==> src/rtl/row_convolution_narrow_wide_assert.svh <==
// Assertion macros used by the row convolution sequencer (rcnw_ctrl).
`ifndef ROW_CONVOLUTION_NARROW_WIDE_ASSERT_SVH
`define ROW_CONVOLUTION_NARROW_WIDE_ASSERT_SVH

// Condition must hold on every clock out of reset.
`define RCNW_ASSERT_ALWAYS(lbl, clk, rst, cond) \
  lbl: assert property (@(posedge clk) disable iff (rst) (cond)) \
    else $error("rcnw assertion failed");

// When the first condition holds, the second must hold on the next clock.
`define RCNW_ASSERT_NEXT(lbl, clk, rst, ante, cons) \
  lbl: assert property (@(posedge clk) disable iff (rst) (ante) |=> (cons)) \
    else $error("rcnw assertion failed");

`endif

==> src/rtl/rcnw_pkg.sv <==
`timescale 1ns / 1ps
// ----------------------------------------------------------------------------
// rcnw_pkg
// Shared types and constants of the row convolution block.
// ----------------------------------------------------------------------------
package rcnw_pkg;

  localparam int MAX_TAPS   = 16;
  localparam int TAP_W      = 4;
  localparam int TC_W       = 5;
  localparam int ROW_W      = 6;
  localparam int VAL_W      = 16;
  localparam int PROD_W     = 2 * VAL_W;
  localparam int RES_W      = 36;
  localparam int COL_W      = 9;
  localparam int COEF_AW    = ROW_W + TAP_W;
  localparam int COEF_DEPTH = 1 << COEF_AW;

  localparam logic [COL_W-1:0] CNT_MAX = '1;

  localparam int CFG_IDX_W  = 2;
  localparam int CFG_DATA_W = 5;
  localparam logic [CFG_IDX_W-1:0] CFG_TAP_COUNT = 2'd0;
  localparam logic [CFG_IDX_W-1:0] CFG_WIDE_MODE = 2'd1;

  localparam logic KIND_SAMPLE = 1'b0;
  localparam logic KIND_COEF   = 1'b1;

  typedef enum logic [1:0] {
    ST_IDLE,
    ST_CHECK,
    ST_MAC,
    ST_DRAIN
  } state_t;

  typedef struct packed {
    logic take_sample;
    logic write_coef;
    logic mac_start;
    logic mac_issue;
    logic push;
    logic flush_shift;
    logic clear_row;
  } ctl_cmd_t;

  typedef struct packed {
    logic emit_ok;
    logic end_q;
    logic mac_last;
    logic pipe_empty;
    logic out_free;
    logic more_flush;
  } dp_sts_t;

endpackage

==> src/rtl/rcnw_ctrl.sv <==
`timescale 1ns / 1ps
// ----------------------------------------------------------------------------
// rcnw_ctrl
// Sequencer: accepts items, runs the tap MAC passes and the wide flush.
// ----------------------------------------------------------------------------
`include "row_convolution_narrow_wide_assert.svh"

module rcnw_ctrl import rcnw_pkg::*; (
  input  logic     clk,
  input  logic     rst,
  input  logic     in_valid,
  input  logic     kind,
  output logic     in_stall,
  input  dp_sts_t  sts,
  output ctl_cmd_t cmd
);

  state_t state, state_next;

  always_ff @(posedge clk) begin
    if (rst) begin
      state <= ST_IDLE;
    end else begin
      state <= state_next;
    end
  end

  always_comb begin
    state_next = state;
    cmd        = '0;
    in_stall   = 1'b1;
    unique case (state)
      ST_IDLE: begin
        in_stall = 1'b0;
        if (in_valid) begin
          if (kind == KIND_COEF) begin
            cmd.write_coef = 1'b1;
          end else begin
            cmd.take_sample = 1'b1;
            state_next      = ST_CHECK;
          end
        end
      end
      ST_CHECK: begin
        if (sts.emit_ok) begin
          cmd.mac_start = 1'b1;
          state_next    = ST_MAC;
        end else begin
          cmd.clear_row = sts.end_q;
          state_next    = ST_IDLE;
        end
      end
      ST_MAC: begin
        cmd.mac_issue = 1'b1;
        if (sts.mac_last) begin
          state_next = ST_DRAIN;
        end
      end
      ST_DRAIN: begin
        if (sts.pipe_empty && sts.out_free) begin
          cmd.push = 1'b1;
          if (sts.more_flush) begin
            cmd.flush_shift = 1'b1;
            cmd.mac_start   = 1'b1;
            state_next      = ST_MAC;
          end else begin
            cmd.clear_row = sts.end_q;
            state_next    = ST_IDLE;
          end
        end
      end
      default: begin
        state_next = ST_IDLE;
      end
    endcase
  end

  `RCNW_ASSERT_ALWAYS(a_push_safe, clk, rst, !cmd.push || (sts.pipe_empty && sts.out_free))
  `RCNW_ASSERT_ALWAYS(a_start_empty, clk, rst, !cmd.mac_start || sts.pipe_empty)
  `RCNW_ASSERT_NEXT(a_mac_exit, clk, rst, state == ST_MAC,
                    state == ST_MAC || state == ST_DRAIN)
  `RCNW_ASSERT_NEXT(a_sample_busy, clk, rst, cmd.take_sample, in_stall)

endmodule

==> config.mk <==
export PLATFORM = sky130hd
export DESIGN_NAME = rcnw_ctrl
export DESIGN_NICKNAME = d
export VERILOG_FILES = /design/src/rtl/rcnw_pkg.sv /design/src/rtl/rcnw_ctrl.sv
export VERILOG_INCLUDE_DIRS = /design/src /design/src/rtl
export SDC_FILE = /design/constraint.sdc
export NUM_CORES = 1
export LEC_CHECK = 0
export ABC_AREA = 1
export BUFFER_PORTS_ARGS = -buffer_cell sky130_fd_sc_hd__buf_2
export CAP_MARGIN = 20
export CORE_AREA = 2 2 39 41
export DETAILED_ROUTE_END_ITERATION = 12
export DIE_AREA = 0 0 41 43
export SYNTH_ARGS = -nofsm -noshare
export SYNTH_HDL_FRONTEND = slang
export SYNTH_SLANG_ARGS = --single-unit
==> constraint.sdc <==
create_clock -name clk -period 1.08 [get_ports clk]
set_clock_uncertainty 0.05 [all_clocks]
set_input_delay 0.054 -clock clk [delete_from_list [all_inputs] [get_ports clk]]
set_output_delay 0.054 -clock clk [all_outputs]
set_load 0.01 [all_outputs]
==> flow_metrics.tcl, run 1 <==
set metrics [dict create \
    synth_area_leader_cell "dfxtp_1" \
    nets 74 \
    endpoint_kind "output port" \
    fin_crit_ns 1.16 \
    cp_cell_sequence "nand2_2, inv_2, nand2_2, clkinv_2, nand2_2, a21boi_2, buf_2" \
    grt_most_used_layer "met2" \
    routabilityCongestion 0.655 \
    worstMarginPinSlew_ns 0.118 \
    syn_to_final_growth_pct 77.3 \
    final_util 0.261 \
    finalCritPeriodShare 1.07 \
    num_rows 14 \
    pre_cts_slack_ns 0.0822 \
    r2r_start "state[1]$_SDFFE_PP0P_" \
    cts_tree "done" \
    cp.arrival_ns 1.05 \
    top_register "state" \
    ys_warn_count 0 \
    via_count 295 \
    layoutNonFillerInstCount 78 \
    vias_per_cell 3.78 \
    dpl.cell_count 73 \
    yosysTopAreaCellShare 0.196 \
    seqCellArea_um2 45.0 \
    portBuffers 17 \
    yosysSeqAreaShare 0.196 \
    grt_usage 0.0661 \
    dieArea_um2 1760 \
    fmax_mhz 864 \
    max-vdd-ir-drop_v 0.000490 \
    setup.worst_path.start "state[0]$_SDFFE_PP0P_" \
    htree_levels 1 \
    crit_type "flip-flop to output port" \
    drt_pass1_iterations 2 \
    drc 0 \
    hpwl_um 435 \
    initial_core_util 0.147 \
    critPathLaunchType "flip-flop" \
    synth_area_per_cell_um2 5.23 \
    maxCapViolations 0 \
    power.total_w 0.000497 \
    cts_root_buffer "clkbuf_4" \
    fin_ws_ns -0.0776 \
    wl_um 516 \
    hp-start "rst" \
    initialDrtViolationCount 2 \
    yosysUniqueCellTypes 12 \
    met1_usage 0.0607 \
    use_met2 0.0906 \
    reg.largest.list "state: 2 flops" \
    globalRouteOverflowTotal 0 \
    num_antenna_cells 0 \
    rsz0062_at_grt "true" \
    fp.dieH_um 43 \
    synth_area_leaders "dfxtp_1, nor2_1, inv_1" \
    clkTransAtPathRegs_ns 0.03 \
    cp_common_cell "nand2_2" \
    cp_max_fo 4 \
    ant_nets 0 \
    chipWidth_um 41 \
    cp_slowest_cell "dfxtp_2" \
    cts_made_buffers 3 \
    power.leakage_nw 0.233 \
    cts_sinks 2 \
    grt_max_degree 5 \
    cts_hold_buf 0 \
    violations "setup timing" \
    report.final.slew_viol_count 0 \
    core_um2 1380 \
    clock_path_buffers 2 \
    grt_pass1_vias 227 \
    syn_area_um2 204 \
    layout-drive-gt1-share 0.500 \
    drt-wirelength-per-cell_um 6.62 \
    grt_pass1_wl_um 731 \
    slowest_delay_ns 0.34 \
    setup_viol 3 \
    met3_usage 0.0628 \
    min_path_type "primary input to flip-flop" \
    n_fill_cell 165 \
    clkLatencyLatePin_ns 0.22 \
    hold_viol_final 0 \
    outcome "finished with violations" \
    slew_headroom 0.921 \
    worstPathRequired_ns 0.98 \
    io_pins 18 \
    antenna_found_initial 0 \
    power_density_nw_per_um2 1370 \
    multi_input_area_um2 128 \
    ys_ff_latch 2 \
    timing.hold.ws_ns 0.0239 \
    largest_reg_flops 2 \
    syn_inst 39 \
    synth_fp_nets 49 \
]
## through the flow
| step | setup TNS, ns | cell area, um2 |
|---|---|---|
| final | -0.0929 | 362 |
| after global routing | -0.535 | 362 |
| after CTS | -0.145 | 352 |
| after detailed placement | 0 | 317 |
| after global placement | 0 | 317 |
| after floorplan | 0 | 204 |
## layout make-up
class / instances / share of cell area
multi-input combinational: 27 / 0.353
timing repair buffer: 20 / 0.298
sequential: 2 / 0.125
inverter: 10 / 0.107
clock buffer: 3 / 0.0623
tap: 16 / 0.0554
## cell usage after synthesis (all sizes together)
master,number
inv,9
dfxtp,2
o21ai,2
nand2,10
nand3b,1
nand3,4
nor2,9
clkinv,1
a21boi,1
## cells in the final DEF, fill, tap and decap left out, drive strengths merged
| master | n |
|---|---|
| a21boi | 1 |
| buf | 20 |
| clkbuf | 3 |
| clkinv | 1 |
| dfxtp | 2 |
| inv | 9 |
| nand2 | 10 |
| nand3 | 4 |
| nand3b | 1 |
| nor2 | 9 |
| o21ai | 2 |
## path summary, 6_finish.rpt
check,to,slack [ns],cells after the start
hold / removal,state[1]$_SDFFE_PP0P_,0.02,4
hold reg to reg,state[0]$_SDFFE_PP0P_,0.52,3
setup / recovery,cmd[0],-0.08,7
setup reg to reg,state[1]$_SDFFE_PP0P_,0.08,7
## cells by family (layout without fill, tap and decap cells)
kind of cell / after synthesis / after routing / synth area share
AOI/OAI and AO/OA: 3 / 3 / 0.104
DFF: 2 / 2 / 0.196
and+or+nand+nor: 24 / 24 / 0.509
buffers and inverters: 10 / 33 / 0.190
## worst max-delay path, delay by kind of cell (launching register included)
| family | cells | cell delay (ns) |
|---|---|---|
| simple gates | 3 | 0.15 |
| compound gates | 1 | 0.10 |
| flops | 1 | 0.34 |
| buf+inv | 3 | 0.24 |
## power breakdown
group / internal (W) / switching, W
logic: 0.0000999 / 0.000121
clock network: 0.000123 / 0.0000413
registers: 0.0000954 / 0.0000167
total: 0.000318 / 0.000179
## routing by layer
metal,vias up,share of wire
met5,-,0
met2,6,0.52
met3,0,0.087
met1,126,0.40
li1,163,-
met4,0,0
## repair_timing
| item | in CTS | in global routing |
|---|---|---|
| endpoints found under the setup margin | 6 | 5 |
| setup buffers | 1 | 1 |
| resized for setup | 3 | 2 |
| pin swaps | 1 | 1 |
No activity file was read; power rests on OpenSTA's default activity.
==> inputs of run 2 (changes only) <==
==> constraint.sdc (replaced) <==
create_clock -name clk -period 1.2 [get_ports clk]
set_clock_uncertainty 0.05 [all_clocks]
set_input_delay 0.06 -clock clk [delete_from_list [all_inputs] [get_ports clk]]
set_output_delay 0.06 -clock clk [all_outputs]
set_load 0.01 [all_outputs]
==> flow_metrics.tcl, run 2 (synthesis gave the netlist of run 1 again) <==
set metrics [dict create \
    cts_made_buffers 3 \
    power.leakage_nw 0.234 \
    reg.largest.list "state: 2 flops" \
    cp_common_cell "nand2_2" \
    routabilityCongestion 0.676 \
    cp_slowest_cell "dfxtp_4" \
    cts_sinks 2 \
    use_met2 0.113 \
    internal-power_w 0.000286 \
    rsz0062_at_grt "true" \
    clkTransAtPathRegs_ns 0.03 \
    htree_levels 1 \
    core_um2 1380 \
    final_util 0.261 \
    endpoint_kind "output port" \
    chipWidth_um 41 \
    critPathBufInv 3 \
    clkLatencyLatePin_ns 0.22 \
    final_common_cell "buf_2" \
    setup.worst_path.start "state[1]$_SDFFE_PP0P_" \
    outcome "completed" \
    grt_pass1_vias 232 \
    cp_cell_sequence "nand2_2, inv_2, nand2_2, clkinv_2, nand2_2, a21boi_2, buf_2" \
    crit_type "flip-flop to output port" \
    cts_tree "done" \
    slew_headroom 0.906 \
    initialDrtViolationCount 3 \
    switching_share 0.364 \
    seqPwrFrac 0.232 \
    cts_root_buffer "clkbuf_4" \
    finalCritPeriodShare 0.987 \
    nets 74 \
    drt_pass1_iterations 4 \
    via_count 289 \
    p_switching_w 0.000163 \
    hold_viol_final 0 \
    fp.dieH_um 43 \
    drt-wirelength-per-cell_um 7.22 \
    dieArea_um2 1760 \
    io_pins 18 \
    met1_usage 0.0637 \
    top_register "state" \
    maxCapViolations 0 \
    n_fill_cell 166 \
    ant_nets 0 \
    clock_path_buffers 2 \
    vias_per_cell 3.71 \
    globalRouteOverflowTotal 0 \
    fin_crit_ns 1.18 \
    report.final.slew_viol_count 0 \
    slowest_delay_ns 0.36 \
    drc 0 \
    portBuffers 17 \
    grt_max_degree 6 \
    largest_reg_flops 2 \
    wl_um 563 \
    fmax_mhz 845 \
    initial_core_util 0.147 \
    num_rows 14 \
    cp.arrival_ns 1.07 \
    power_density_nw_per_um2 1240 \
    worstMarginPinSlew_ns 0.140 \
    max-vdd-ir-drop_v 0.000648 \
    layout-drive-gt1-share 0.500 \
    antenna_found_initial 0 \
    cp_top_family "flip-flops" \
    min_path_type "primary input to flip-flop" \
    syn_to_final_growth_pct 77.3 \
    hp-start "rst" \
    p_comb_frac 0.442 \
    met3_usage 0.0628 \
    r2r_start "state[0]$_SDFFE_PP0P_" \
    grt_pass1_wl_um 814 \
    final_cell_mix "buf_2, nor2_1, inv_1" \
    setup_viol 0 \
    worstPathRequired_ns 1.09 \
    cp_max_fo 5 \
    power_frac_clock 0.326 \
    num_antenna_cells 0 \
    grt_usage 0.0711 \
    grt_most_used_layer "met2" \
    critPathLaunchType "flip-flop" \
    power.total_w 0.000449 \
    hpwl_um 453 \
]
==> run 2: cell types whose count changed in the layout (fill, tap and decap cells not counted) <==
| cell | delta |
|---|---|
| o21ai_0 | +1 |
| o21ai_1 | -1 |
==> run 2: final cells by class <==
cell class | count | area (um2) | area share
Multi-Input combinational cell | 27 | 128 | 0.353
Timing Repair Buffer | 20 | 108 | 0.298
Sequential cell | 2 | 45.0 | 0.125
Inverter | 10 | 38.8 | 0.107
Clock buffer | 3 | 22.5 | 0.0623
Tap cell | 16 | 20.0 | 0.0554
==> run 2: worst paths after layout <==
path | to | depth (start not counted) | slack (ns)
worst max register to register | state[1]$_SDFFE_PP0P_ | 6 | 0.18
worst min register to register | state[1]$_SDFFE_PP0P_ | 4 | 0.57
worst max-delay path | cmd[0] | 7 | 0.02
worst min-delay path | state[1]$_SDFFE_PP0P_ | 4 | 0.03
==> run 2: worst reg2reg max path, stage by stage, from the launching register on <==
cell	delay, ns
dfxtp_2	0.34
buf_4	0.12
inv_1	0.06
nand3_1	0.08
nand3_1	0.10
nor2_1	0.11
nor2_1	0.04
==> run 2: what timing repair did <==
item,in CTS,in global routing
buffers inserted,3,0
gates resized for setup,2,2
setup endpoints to repair,2,2
pin swaps,1,0
hold buffers,0,0
==> run 2: per-layer routing <==
layer	wire length, um	vias up
li1	-	161
met1	226	120
met2	282	8
met3	54	0
met4	0	0
met5	0	-
==> run 2: through the flow <==
step	cells	hold WS, ns	setup TNS [ns]	setup WS [ns]	cell area, um2
floorplan	39	0.164	0	0.250	204
global route	78	0.0431	-0.0843	-0.0686	362
detailed placement	72	0.271	0	0.164	309
global placement	72	0.270	0	0.178	309
CTS	78	0.0270	-0.00797	-0.00797	357
finish	78	0.0320	0	0.0162	362
==> run 2: power by group through the flow <==
stage | clock network (W) | logic, W | registers, W
finish | 0.000146 | 0.000199 | 0.000104
floorplan | 0 | 0.000113 | 0.0000960
global route | 0.000170 | 0.000223 | 0.000106
CTS | 0.000156 | 0.000200 | 0.0000989
detailed placement | 0 | 0.000172 | 0.000100
global placement | 0 | 0.000171 | 0.0000990
==> inputs of run 3 (changes only) <==
--- a/config.mk
+++ b/config.mk
@@ -15,3 +15,4 @@
 export SYNTH_ARGS = -nofsm -noshare
 export SYNTH_HDL_FRONTEND = slang
 export SYNTH_SLANG_ARGS = --single-unit
+export TNS_END_PERCENT = 20
==> constraint.sdc (replaced) <==
create_clock -name clk -period 1.5 [get_ports clk]
set_clock_uncertainty 0.05 [all_clocks]
set_input_delay 0.075 -clock clk [delete_from_list [all_inputs] [get_ports clk]]
set_output_delay 0.075 -clock clk [all_outputs]
set_load 0.01 [all_outputs]
==> flow_metrics.tcl, run 3 (synthesis gave the netlist of run 1 again) <==
set metrics [dict create \
    p_switching_w 0.000124 \
    chipWidth_um 41 \
    portBuffers 17 \
    cts_made_buffers 3 \
    grt_pass1_wl_um 731 \
    slowest_delay_ns 0.40 \
    outcome "completed" \
    via_count 272 \
    whs_path_depth 4 \
    clock_path_buffers 2 \
    num_rows 14 \
    finalCritPeriodShare 0.850 \
    final_common_cell "buf_2" \
    fin_crit_ns 1.28 \
    cp_slowest_cell "dfxtp_1" \
    layoutNonFillerInstCount 75 \
    nets 71 \
    cts_tree "done" \
    r2r_slack_ns 0.50 \
    routabilityCongestion 0.657 \
    ant_nets 0 \
    power_frac_clock 0.356 \
    design_area_um2 332 \
    dpl_cell_area_um2 309 \
    cts_setup_buffers 0 \
    initialDrtViolationCount 2 \
    max-vdd-ir-drop_v 0.000381 \
    initial_core_util 0.147 \
    slew_headroom 0.880 \
    switching_share 0.372 \
    worstMarginPinSlew_ns 0.180 \
    seqPwrFrac 0.239 \
    endpoint_kind "output port" \
    setup_viol 0 \
    reg.largest.list "state: 2 flops" \
    internal-power_w 0.000209 \
    dpl.cell_count 72 \
    io_pins 18 \
    cp_cell_sequence "nand2_1, inv_2, nand2_2, clkinv_2, nand2_2, a21boi_2, buf_2" \
    htree_levels 1 \
    core_um2 1380 \
    num_antenna_cells 0 \
    layout-drive-gt1-share 0.424 \
    maxCapViolations 0 \
    r2r_start "state[0]$_SDFFE_PP0P_" \
    drt-wirelength-per-cell_um 6.60 \
    cp_max_fo 6 \
    vias_per_cell 3.63 \
    fp.dieH_um 43 \
    clkLatencyLatePin_ns 0.22 \
    tns_ns 0 \
    antenna_found_initial 0 \
    largest_reg_flops 2 \
    cts_sinks 2 \
    rr_endpoint "state[0]$_SDFFE_PP0P_" \
    n_fill_cell 167 \
    worstPathRequired_ns 1.37 \
    cp.arrival_ns 1.15 \
    ff2ff_path_depth 5 \
    p_comb_frac 0.405 \
    top_register "state" \
    critPathLaunchType "flip-flop" \
    cts_resized 0 \
    clkTransAtPathRegs_ns 0.03 \
    power.leakage_nw 0.216 \
    power_density_nw_per_um2 1000 \
    fmax_mhz 784 \
    drc 0 \
    cp_common_cell "nand2_2" \
    final_cell_mix "buf_2, nor2_1, inv_1, nand2_1, nand3_1" \
    cts_root_buffer "clkbuf_4" \
    holdPathEnd "state[1]$_SDFFE_PP0P_" \
    cts_hold_buf 0 \
    grt_max_degree 7 \
    grt_pass1_vias 216 \
    dieArea_um2 1760 \
    report.final.slew_viol_count 0 \
    hp-start "rst" \
    drt_pass1_iterations 4 \
    globalRouteOverflowTotal 0 \
    syn_to_final_growth_pct 62.6 \
    crit_type "flip-flop to output port" \
    rsz0062_at_grt "false" \
    hpwl_um 420 \
    wl_um 495 \
    hold_viol_final 0 \
    grt_usage 0.0641 \
    min_path_type "primary input to flip-flop" \
]
run 3: layer usage:
metal	GRT usage	share of wire
met1	0.0669	0.46
met3	0.0628	0.099
met2	0.0875	0.44
met4	0.0200	0
met5	0	0
run 3: worst max path at each step:
stage,from,endpoint,slack (ns),cells past startpoint
6_report,state[0]$_SDFFE_PP0P_,cmd[0],0.22,7
5_1_grt,state[0]$_SDFFE_PP0P_,cmd[0],0.11,7
4_1_cts,state[0]$_SDFFE_PP0P_,cmd[0],0.21,7
3_5_place_dp,state[0]$_SDFFE_PP0P_,cmd[0],0.46,7
3_3_place_gp,state[0]$_SDFFE_PP0P_,cmd[0],0.46,7
2_1_floorplan,state[0]$_SDFFE_PP0P_,cmd[4],0.53,4
run 3: metrics by stage:
step | hold slack (ns) | utilization | setup WS, ns | power, W
floorplan | 0.187 | - | 0.535 | 0.000167
global placement | 0.283 | 0.223 | 0.464 | 0.000216
detailed placement | 0.283 | 0.223 | 0.459 | 0.000217
CTS | 0.0471 | 0.240 | 0.213 | 0.000342
global route | 0.0769 | 0.240 | 0.106 | 0.000366
finish | 0.0537 | 0.240 | 0.225 | 0.000333
run 3: area by class of cell:
cell class / count / area (um2) / area share
sequential: 2 / 40.0 / 0.121
timing repair buffer: 17 / 85.1 / 0.257
multi-input combinational: 27 / 125 / 0.377
clock buffer: 3 / 22.5 / 0.0679
inverter: 10 / 38.8 / 0.117
tap: 16 / 20.0 / 0.0604
run 3: power groups by stage:
stage	clock, W	combinational [W]	sequential (W)
CTS	0.000126	0.000137	0.0000794
detailed placement	0	0.000137	0.0000802
floorplan	0	0.0000901	0.0000768
global placement	0	0.000136	0.0000793
global route	0.000131	0.000153	0.0000818
finish	0.000119	0.000135	0.0000795
run 3: worst max-delay path: cells and delay by family (launching register included):
family	cells	cell delay (ns)
AND/OR/NAND/NOR	3	0.19
buffers and inverters	3	0.24
flip-flops	1	0.40
AO/OA/AOI/OAI	1	0.10
